File: src/design/substring_suffix_extractor_macros.svh
// Assertion macros shared by the substring suffix extractor modules.
`ifndef SUBSTRING_SUFFIX_EXTRACTOR_MACROS_SVH
`define SUBSTRING_SUFFIX_EXTRACTOR_MACROS_SVH

// Same-cycle implication, disabled during reset.
`define SSE_ASSERT_NOW(label, clk, rst, ante, cons) \
  label: assert property (@(posedge clk) disable iff (rst) (ante) |-> (cons)) \
    else $error("sse assertion failed");

// Next-cycle implication, disabled during reset.
`define SSE_ASSERT_NEXT(label, clk, rst, ante, cons) \
  label: assert property (@(posedge clk) disable iff (rst) (ante) |=> (cons)) \
    else $error("sse assertion failed");

`endif

File: src/design/sse_pkg.sv
// Shared types and constants for the substring suffix extractor.
package sse_pkg;

  localparam int CHAR_W    = 8;
  localparam int PAT_W     = 64;
  localparam int LEN_W     = 4;
  localparam int IDX_W     = 3;
  localparam int CFG_IDX_W = 8;

  localparam logic [CFG_IDX_W-1:0] REG_PATTERN_BYTES  = CFG_IDX_W'(0);
  localparam logic [CFG_IDX_W-1:0] REG_PATTERN_LENGTH = CFG_IDX_W'(1);

  // Pending decision for one accepted byte: a single result or a pattern burst.
  typedef struct packed {
    logic              burst;
    logic [IDX_W-1:0]  len_m1;
    logic [CHAR_W-1:0] ch;
    logic              fnd;
    logic              lst;
  } sse_dec_t;

  function automatic logic [CHAR_W-1:0] pat_byte(input logic [PAT_W-1:0] pat,
                                                 input logic [IDX_W-1:0] idx);
    return pat[{idx, 3'b000} +: CHAR_W];
  endfunction

endpackage

File: src/design/sse_cell.sv
// One window cell: holds a text byte, shifts it onward and compares the incoming byte.
module sse_cell
  import sse_pkg::*;
(
  input  logic              clk,
  input  logic              rst,
  input  logic              shift_en,
  input  logic              clear,
  input  logic [CHAR_W-1:0] din,
  input  logic [CHAR_W-1:0] pat,
  input  logic              active,
  output logic [CHAR_W-1:0] dout,
  output logic              eq
);

  logic [CHAR_W-1:0] held;

  always_ff @(posedge clk) begin
    if (rst || clear) begin
      held <= '0;
    end else if (shift_en) begin
      held <= din;
    end
  end

  // Compare the byte this cell takes on the shift; idle cells never veto a match.
  assign eq   = !active || (din == pat);
  assign dout = held;

endmodule

File: src/design/sse_emitter.sv
// Output stage: plays out single results and pattern bursts into the result register.
`include "substring_suffix_extractor_macros.svh"
module sse_emitter
  import sse_pkg::*;
(
  input  logic              clk,
  input  logic              rst,
  input  logic              dec_valid,
  input  sse_dec_t          dec,
  input  logic [PAT_W-1:0]  pattern_bytes,
  input  logic              result_stall,
  output logic              dec_take,
  output logic              result_valid,
  output logic [CHAR_W-1:0] out_char,
  output logic              found,
  output logic              result_last
);

  logic [IDX_W-1:0] bidx;
  logic             out_free;
  logic             load;
  logic             burst_end;

  assign out_free  = !result_valid || !result_stall;
  assign load      = dec_valid && out_free;
  assign burst_end = (dec.len_m1 == bidx);
  assign dec_take  = load && (!dec.burst || burst_end);

  always_ff @(posedge clk) begin
    if (rst) begin
      result_valid <= 1'b0;
      bidx         <= '0;
    end else begin
      if (load) begin
        result_valid <= 1'b1;
      end else if (!result_stall) begin
        result_valid <= 1'b0;
      end
      if (load && dec.burst) begin
        bidx <= burst_end ? '0 : bidx + IDX_W'(1);
      end
    end
  end

  always_ff @(posedge clk) begin
    if (load) begin
      if (dec.burst) begin
        out_char    <= pat_byte(pattern_bytes, bidx);
        found       <= 1'b1;
        result_last <= dec.lst && burst_end;
      end else begin
        out_char    <= dec.ch;
        found       <= dec.fnd;
        result_last <= dec.lst;
      end
    end
  end

  `SSE_ASSERT_NOW(a_burst_holds_dec, clk, rst, bidx != '0, dec_valid && dec.burst)
  `SSE_ASSERT_NOW(a_burst_idx_in_len, clk, rst, dec_valid && dec.burst, bidx <= dec.len_m1)
  `SSE_ASSERT_NEXT(a_stall_holds, clk, rst, result_valid && result_stall, $stable(out_char))

endmodule

File: src/design/substring_suffix_extractor.sv
// Top level of the streaming first-occurrence substring search with suffix output.
// Path: the first result of a byte passes the decision register, then the result register.
// Flow: one text byte per cycle while text_stall is low; a match plays out one result per
// cycle for the clamped length while result_stall is low, and stalls text until the last is loaded.
// Reset (rst, synchronous): pattern 0, length 1, window and sentence state cleared.
`include "substring_suffix_extractor_macros.svh"
module substring_suffix_extractor
  import sse_pkg::*;
#(
  parameter int MAX_PATTERN = 8
) (
  input  logic                 clk,
  input  logic                 rst,
  // text channel
  input  logic                 text_valid,
  output logic                 text_stall,
  input  logic [CHAR_W-1:0]    text_char,
  input  logic                 text_last,
  // result channel
  output logic                 result_valid,
  input  logic                 result_stall,
  output logic [CHAR_W-1:0]    out_char,
  output logic                 found,
  output logic                 result_last,
  // configuration write channel
  input  logic                 cfg_valid,
  output logic                 cfg_ready,
  input  logic [CFG_IDX_W-1:0] cfg_index,
  input  logic [PAT_W-1:0]     cfg_data
);

  localparam int SW = $clog2(MAX_PATTERN + 1);

  // Configuration registers; writes are always taken.
  logic [PAT_W-1:0] pattern_bytes;
  logic [LEN_W-1:0] pattern_length;

  assign cfg_ready = 1'b1;

  always_ff @(posedge clk) begin
    if (rst) begin
      pattern_bytes  <= '0;
      pattern_length <= LEN_W'(1);
    end else if (cfg_valid && cfg_ready) begin
      case (cfg_index)
        REG_PATTERN_BYTES:  pattern_bytes  <= cfg_data;
        REG_PATTERN_LENGTH: pattern_length <= cfg_data[LEN_W-1:0];
        default: ;
      endcase
    end
  end

  // Clamp the length: zero acts as one, anything past the window saturates.
  logic [LEN_W-1:0] eff_len;
  always_comb begin
    if (pattern_length == '0) begin
      eff_len = LEN_W'(1);
    end else if (pattern_length > LEN_W'(MAX_PATTERN)) begin
      eff_len = LEN_W'(MAX_PATTERN);
    end else begin
      eff_len = pattern_length;
    end
  end

  // Sentence state.
  logic [SW-1:0] seen_count;
  logic [SW-1:0] seen_count_next;
  logic          match_done;

  // Decision register between the search and the output stage.
  logic     dec_valid;
  sse_dec_t dec;
  sse_dec_t dec_next;
  logic     dec_take;
  logic     has_result;

  logic accept;
  assign text_stall = dec_valid && !dec_take;
  assign accept     = text_valid && !text_stall;

  // Window: a chain of cells, newest byte in cell 0, shifting toward the far end.
  logic [CHAR_W-1:0]      win [MAX_PATTERN];
  logic [MAX_PATTERN-1:0] eqv;
  logic                   shift_en;
  logic                   clear;

  assign shift_en = accept && !match_done;
  assign clear    = accept && text_last;

  for (genvar j = 0; j < MAX_PATTERN; j++) begin : g_cell
    logic [CHAR_W-1:0] din;
    logic [LEN_W-1:0]  pidx;
    logic              active;

    // Cell j lines up with pattern character eff_len-1-j once shifted.
    assign pidx   = eff_len - LEN_W'(j) - LEN_W'(1);
    assign active = LEN_W'(j) < eff_len;

    if (j == 0) begin : g_head
      assign din = text_char;
    end else begin : g_body
      assign din = win[j-1];
    end

    sse_cell u_cell (
      .clk      (clk),
      .rst      (rst),
      .shift_en (shift_en),
      .clear    (clear),
      .din      (din),
      .pat      (pat_byte(pattern_bytes, pidx[IDX_W-1:0])),
      .active   (active),
      .dout     (win[j]),
      .eq       (eqv[j])
    );
  end

  // Count bytes seen, saturating at the window depth.
  assign seen_count_next = (seen_count == SW'(MAX_PATTERN)) ? seen_count
                                                            : seen_count + SW'(1);

  logic hit;
  assign hit = !match_done && (LEN_W'(seen_count_next) >= eff_len) && (&eqv);

  // Decide what the accepted byte produces: pass-through, pattern burst, not-found,
  // or nothing.
  always_comb begin
    dec_next        = '0;
    dec_next.len_m1 = IDX_W'(eff_len - LEN_W'(1));
    dec_next.lst    = text_last;
    has_result      = 1'b0;
    if (match_done) begin
      dec_next.ch  = text_char;
      dec_next.fnd = 1'b1;
      has_result   = 1'b1;
    end else if (hit) begin
      dec_next.burst = 1'b1;
      dec_next.fnd   = 1'b1;
      has_result     = 1'b1;
    end else if (text_last) begin
      has_result = 1'b1;
    end
  end

  always_ff @(posedge clk) begin
    if (rst) begin
      seen_count <= '0;
      match_done <= 1'b0;
      dec_valid  <= 1'b0;
    end else begin
      if (accept) begin
        // Drop sentence state at the final byte; otherwise advance the count.
        if (text_last) begin
          seen_count <= '0;
          match_done <= 1'b0;
        end else begin
          if (!match_done) begin
            seen_count <= seen_count_next;
          end
          if (hit) begin
            match_done <= 1'b1;
          end
        end
        dec_valid <= has_result;
      end else if (dec_take) begin
        dec_valid <= 1'b0;
      end
    end
  end

  always_ff @(posedge clk) begin
    if (accept) begin
      dec <= dec_next;
    end
  end

  sse_emitter u_emitter (
    .clk           (clk),
    .rst           (rst),
    .dec_valid     (dec_valid),
    .dec           (dec),
    .pattern_bytes (pattern_bytes),
    .result_stall  (result_stall),
    .dec_take      (dec_take),
    .result_valid  (result_valid),
    .out_char      (out_char),
    .found         (found),
    .result_last   (result_last)
  );

  // A not-found result always closes its sentence.
  `SSE_ASSERT_NOW(a_notfound_is_last, clk, rst, result_valid && !found, result_last)
  // The final byte of a sentence leaves the sentence state cleared.
  `SSE_ASSERT_NEXT(a_last_clears, clk, rst, accept && text_last, seen_count == '0 && !match_done)
  // A not-found result carries a zero byte.
  `SSE_ASSERT_NOW(a_notfound_zero, clk, rst, result_valid && !found, out_char == '0)

endmodule
File: config.mk
export PLATFORM = sky130hd
export DESIGN_NAME = substring_suffix_extractor
export DESIGN_NICKNAME = d
export VERILOG_FILES = /design/src/design/sse_pkg.sv /design/src/design/sse_cell.sv /design/src/design/sse_emitter.sv /design/src/design/substring_suffix_extractor.sv
export VERILOG_INCLUDE_DIRS = /design/src /design/src/design
export SDC_FILE = /design/constraint.sdc
export NUM_CORES = 1
export LEC_CHECK = 0
export BUFFER_PORTS_ARGS = -buffer_cell sky130_fd_sc_hd__buf_2
export CORE_ASPECT_RATIO = 1.1
export CORE_MARGIN = 2
export CORE_UTILIZATION = 35
export CTS_BUF_LIST = sky130_fd_sc_hd__clkbuf_8
export CTS_CLUSTER_DIAMETER = 100
export DETAILED_ROUTE_END_ITERATION = 8
export PLACE_DENSITY = 0.57
export SETUP_SLACK_MARGIN = 0.2
export SLEW_MARGIN = 20
export SYNTH_ARGS = -nofsm -noshare
export SYNTH_HDL_FRONTEND = slang
export SYNTH_SLANG_ARGS = --single-unit
File: constraint.sdc
create_clock -name clk -period 8.9 [get_ports clk]
set_input_delay 1.335 -clock clk [delete_from_list [all_inputs] [get_ports clk]]
set_output_delay 1.335 -clock clk [all_outputs]
set_load 0.02 [all_outputs]
**Word-level counts from Yosys, hierarchy flattened**

Cells that the tools add are included.

- $add $sub $neg: 16
- Order comparisons: 10
- Equality and inequality tests: 13
- Shift operators: 9
- Mux-type cells: 18
- Reductions and logical operators: 44

Operator list:

| cell | number |
|---|---|
| 64-bit by 7-bit variable part select with 8-bit output | 9 |
| 8-bit equality test | 8 |
| 3-bit by 1-bit subtractor with 3-bit output, second input constant | 8 |
| 4-bit 2-to-1 mux | 5 |
| 3-bit by 4-bit less-than comparator with 1-bit output, first input constant | 4 |
| 1-bit logical NOT | 14 |
| 3-bit subtractor, second input constant | 4 |
| 1-bit logical OR | 11 |
| 1-bit 2-to-1 mux | 11 |
| 1-bit logical AND | 10 |
| 8-bit by 1-bit equality test with 1-bit output, second input constant | 1 |
| 8-bit logical NOT | 1 |
| 1-bit by 4-bit less-than comparator with 1-bit output, first input constant | 2 |
| 2-bit by 4-bit less-than comparator with 1-bit output, first input constant | 2 |
| 8-bit 2-to-1 mux | 1 |
| 2-bit AND reduction | 4 |
| 8-bit AND reduction | 1 |
| 3-bit by 2-bit subtractor with 3-bit output, second input constant | 2 |
| 4-bit by 1-bit adder with 4-bit output, second input constant | 1 |
| 4-bit equality test, second input constant | 1 |
| 4-bit greater-or-equal comparator | 1 |
| 4-bit > comparator, second input constant | 1 |
| 4-bit logical NOT | 1 |
| 2-bit nonzero test | 2 |
| 5 further kinds | 5 |

- Bits in registers: 158
- Word-level logic and storage cells: 132

**Depth between registers and ports, before layout**

- Depth after elaboration: 13
- Mapped depth: 19

**By module**

Synthesis repeated with hierarchy kept, for this count alone.

- Cell total of the unflattened synthesis: 1,112
- Area, all modules: 10,009.6 µm²

By module, submodules not included:

| module | instances | cells each | area an instance (µm²) |
|---|---|---|---|
| substring_suffix_extractor | 1 | 685 | 5,744.3 |
| sse_cell | 8 | 38 | 382.9 |
| sse_emitter | 1 | 123 | 1,202.4 |

**Least setup slack after synthesis**

No wires, ideal clock.

- Path kind: register -> register
- From: reg pattern_length[2]
- To: reg match_done
- Setup time: 0.088 ns
- Arrival time: 3.979 ns
- Required time: 8.812 ns
- Path slack: 4.832 ns
- Stages on the path, launching flop included: 17
- Path buffers: 5
- Cell sequence: dfxtp_1 -> buf_6 -> o21ba_1 -> or2_1 -> buf_6 -> buf_6 -> buf_4 -> ha_1 -> xnor2_2 -> buf_6 -> mux4_2 -> xnor2_1 -> nor4_1 -> nand2_1 -> a2111oi_2 -> o2111ai_1 -> o32ai_2

RTL lines:

| element | RTL line | RTL |
|---|---|---|
| from (decl) | substring_suffix_extractor.sv:36 | `logic [LEN_W-1:0] pattern_length;` |
| from (signal assigned) | substring_suffix_extractor.sv:47 | `REG_PATTERN_LENGTH: pattern_length <= cfg_data[LEN_W-1:0];` |
| to (signal assigned) | substring_suffix_extractor.sv:148 | `match_done <= 1'b0;` |
| to (signal assigned) | substring_suffix_extractor.sv:155 | `match_done <= 1'b0;` |
| to (signal assigned) | substring_suffix_extractor.sv:161 | `match_done <= 1'b1;` |
| to (decl) | substring_suffix_extractor.sv:68 | `logic match_done;` |

==> flow_summary.yaml <==
critical_path:
  path_max_fanout: 40
  r2r_start: "pattern_length[0]$_SDFFE_PP1P_"
  worstRegToRegCells: 13
  worstSetupEndpoint: "match_done$_SDFFE_PP0P_"
  cp-end-kind: "register"
  crit_type: "reg -> reg"
  r2r_slack_ns: 3.72
  cp.required_ns: 9.30
  critical_path.startpoint: "pattern_length[0]$_SDFFE_PP1P_"
  startpoint_type: "register"
  r2r-end: "match_done$_SDFFE_PP0P_"
  arrival_ns: 5.57
power:
  p_per_area_nw_per_um2: 121
  p_total_mw: 1.36
  ir_worst_vdd_mv: 0.0713
  leakage_nw: 3.88
cells_and_area:
  num_antenna_cells: 0
  fin_area_sq_um: 11200
  drive_gt1_share_pct: 18.5
  nets: 1303
  area_delta_synth_final_pct: 10.2
die:
  initial_core_util_pct: 35.5
  dieHeight_microns: 183
  io_pins: 99
  fp.dieW_microns: 167
  num_rows: 65
  die-area_sq_um: 30500
  core-area_sq_um: 28700
logic_synthesis:
  netlist_instances: 1166
  synth.top_cell.area_share_pct: 26.3
  synth_area_leaders: "dfxtp_1 26%, mux4_2 13%, nand2_1 11%"
  synth_warnings: 0
  ys_types: 75
  netlist_area_sq_um: 10200
  synth-edff-count: 24
  ys.flop_type: "dfxtp_1"
  synth.ff_latch_count: 158
  syn_area_per_cell_sq_um: 8.75
  async_flop_share_pct: 0
  synth_nets: 1260
  yosysSeqAreaShare_pct: 33.4
  synth_top_area_cell: "dfxtp_1"
job:
  drv_cap: 0
drt:
  ant_nets: 0
  drt-initial-drc-count: 970
  vias: 9491
  drt-vias-per-instance: 5.97
  wl_per_cell_microns: 23.2
  drt_wl_total_microns: 36900
  firstDrtPassIters: 5
  drcViolationCount: 0
clock_tree:
  cts_tree: "done"
  clkSinkCount: 158
  cts-buffers-inserted: 17
  cts_setup_buffers: 0
  clkTransAtPathRegs_ns: 0.11
  root_buffer: "clkbuf_8"
  htree_levels: 4
  clock_latency_ns: 0.49
  hold_buffers: 0
  post_cts_resized: 0
  clk_path_buf_depth: 2
place:
  numPortBuffers: 97
  dpl_cell_area_sq_um: 10900
  hpwlAfterDp_microns: 27300
  gp_congestion: 1.05
timing:
  max_freq_mhz: 193
  grt_setup_unrepaired: "no"
  fin_skew_ns: 0.0153
  slew-limit-headroom_pct: 28.9
  tns_ns: 0
  fin_crit_sh_pct: 58.2
  setup_viol: 0
  finalHoldViolCount: 0
  hold_slack_ns: 0.476
  fin_crit_ns: 5.18
  slew_viol_final: 0
  tightest_slew_ns: 1.07
global_route:
  overflow: 0
  grt_usage_pct: 24.2
  grt_pass1_vias: 9170
  antenna_found_initial: 0
  grt_max_degree: 79
  grt_pass1_wl_microns: 56300
worst_hold_path:
  min_path_type: "reg -> reg"
  hold_start: "g_cell[6].u_cell.dout[0]$_SDFFE_PP0P_"
run_status:
  status: "finished, final reports clean"
[per-stage QoR]
step	setup slack [ns]	util, %	instances
after floorplan	4.83	-	1166
after global placement	3.93	37.8	1558
after detailed placement	3.77	37.8	1558
after CTS	3.73	39.2	1590
after global routing	3.44	39.2	1590
final	3.72	39.2	1590
[critical path, stage by stage, from the launching register on]
cell,delay [ns]
dfxtp_2,0.66
o21ba_1,0.39
or2_2,0.11
buf_4,0.50
clkinv_8,0.35
ha_1,0.73
buf_4,0.40
mux4_2,0.37
xnor2_1,0.14
nor4_1,0.35
a22oi_1,0.16
a2111oi_2,0.27
o2111ai_1,0.30
o32ai_2,0.32
[worst min path at each step]
stage                     cells after the start  slack, ns                               endpoint
after floorplan                               2       0.45  g_cell[6].u_cell.dout[1]$_SDFFE_PP0P_
after global placement                        2       0.46  g_cell[6].u_cell.dout[4]$_SDFFE_PP0P_
after detailed placement                      2       0.46  g_cell[6].u_cell.dout[4]$_SDFFE_PP0P_
after CTS                                     2       0.48  g_cell[6].u_cell.dout[0]$_SDFFE_PP0P_
after global routing                          2       0.50  g_cell[6].u_cell.dout[0]$_SDFFE_PP0P_
final                                         2       0.48  g_cell[6].u_cell.dout[0]$_SDFFE_PP0P_
[power breakdown]
part           internal, mW  total (mW)  switching [mW]
combinational        0.0326      0.0857          0.0532
sequential            0.733       0.742         0.00938
clock                 0.208       0.535           0.326
total                 0.974        1.36           0.389
[state kept, by name, summed over array words and instances (netlist names)]
name	flops
pattern_bytes	64
g_cell.u_cell.dout	56
dec	14
u_emitter.out_char	8
pattern_length	4
seen_count	4
u_emitter.bidx	3
dec_valid	1
match_done	1
u_emitter.found	1
u_emitter.result_last	1
u_emitter.result_valid	1
[cell usage in the layout, fill, tap and decap left out, types with 5 or more instances in the layout]
cell type and instances:
a211oi_1 9, a21oi_1 145, a221oi_1 6, a22oi_1 10
a31oi_1 10, and2_1 10, buf_2 97, buf_4 13
clkbuf_8 17, dfxtp_1 132, edfxtp_1 24, ha_1 8
inv_1 20, inv_6 6, inv_8 5, mux2_2 8
mux2i_1 76, mux4_2 59, nand2_1 294, nand2b_1 6
nand3_1 9, nand4_1 5, nor2_1 40, nor2b_1 7
nor3_1 9, nor4_1 17, o211ai_1 5, o21ai_0 16
o221ai_1 5, o22ai_1 12, xnor2_1 56, xor2_1 11
[area by class of cell]
class	instances	area [sq um]
inverters	22	95.1
clock buffers	17	234
well taps	368	460
fillers	2967	17500
repair buffers	110	583
flip-flops and latches	158	3410
multi-input cells	900	6320
clock inverters	15	143
[layer usage]
layer | GRT usage (%) | part of all wire, %
met1 | 32.5 | 42
met2 | 37.7 | 44
met3 | 4.38 | 7.9
met4 | 12.0 | 5.3
met5 | 0 | 0
[cells by family (layout without fill, tap and decap cells)]
family,Yosys count,in the layout,synth area share (%)
AND/OR/NAND/NOR,421,421,17.6
AO/OA/AOI/OAI,257,257,15.5
flip-flops,158,158,33.4
multiplexers,144,144,21.6
buffers and inverters,108,164,4.84
XOR/XNOR,68,68,5.91
adder cells (fa/ha/maj),9,9,1.08
other,1,1,0.0368
[cell usage after synthesis, types with 3 or more instances]
cell type / number
mux4_2: 59
a22oi_1: 10
nand2_1: 294
mux2_2: 8
nor2b_1: 7
or2_2: 4
nand4_1: 5
a32oi_1: 3
buf_4: 4
o31ai_1: 4
a31oi_1: 10
xnor2_1: 56
inv_1: 20
and2_1: 10
a221o_1: 3
edfxtp_1: 24
nor4_1: 17
a21oi_1: 145
mux2i_1: 76
o21ai_0: 16
a221oi_1: 6
o221ai_1: 5
dfxtp_1: 134
nor2_1: 42
buf_6: 7
clkbuf_1: 57
nand3_1: 9
xor2_1: 11
a211oi_1: 9
or4_1: 4
o22ai_1: 12
ha_1: 8
nand2b_1: 6
nor3_1: 9
o21bai_1: 3
buf_1: 11
buf_2: 7
a2111oi_0: 3
o211ai_1: 5
Note: power is estimated with default switching activity, not from simulation.
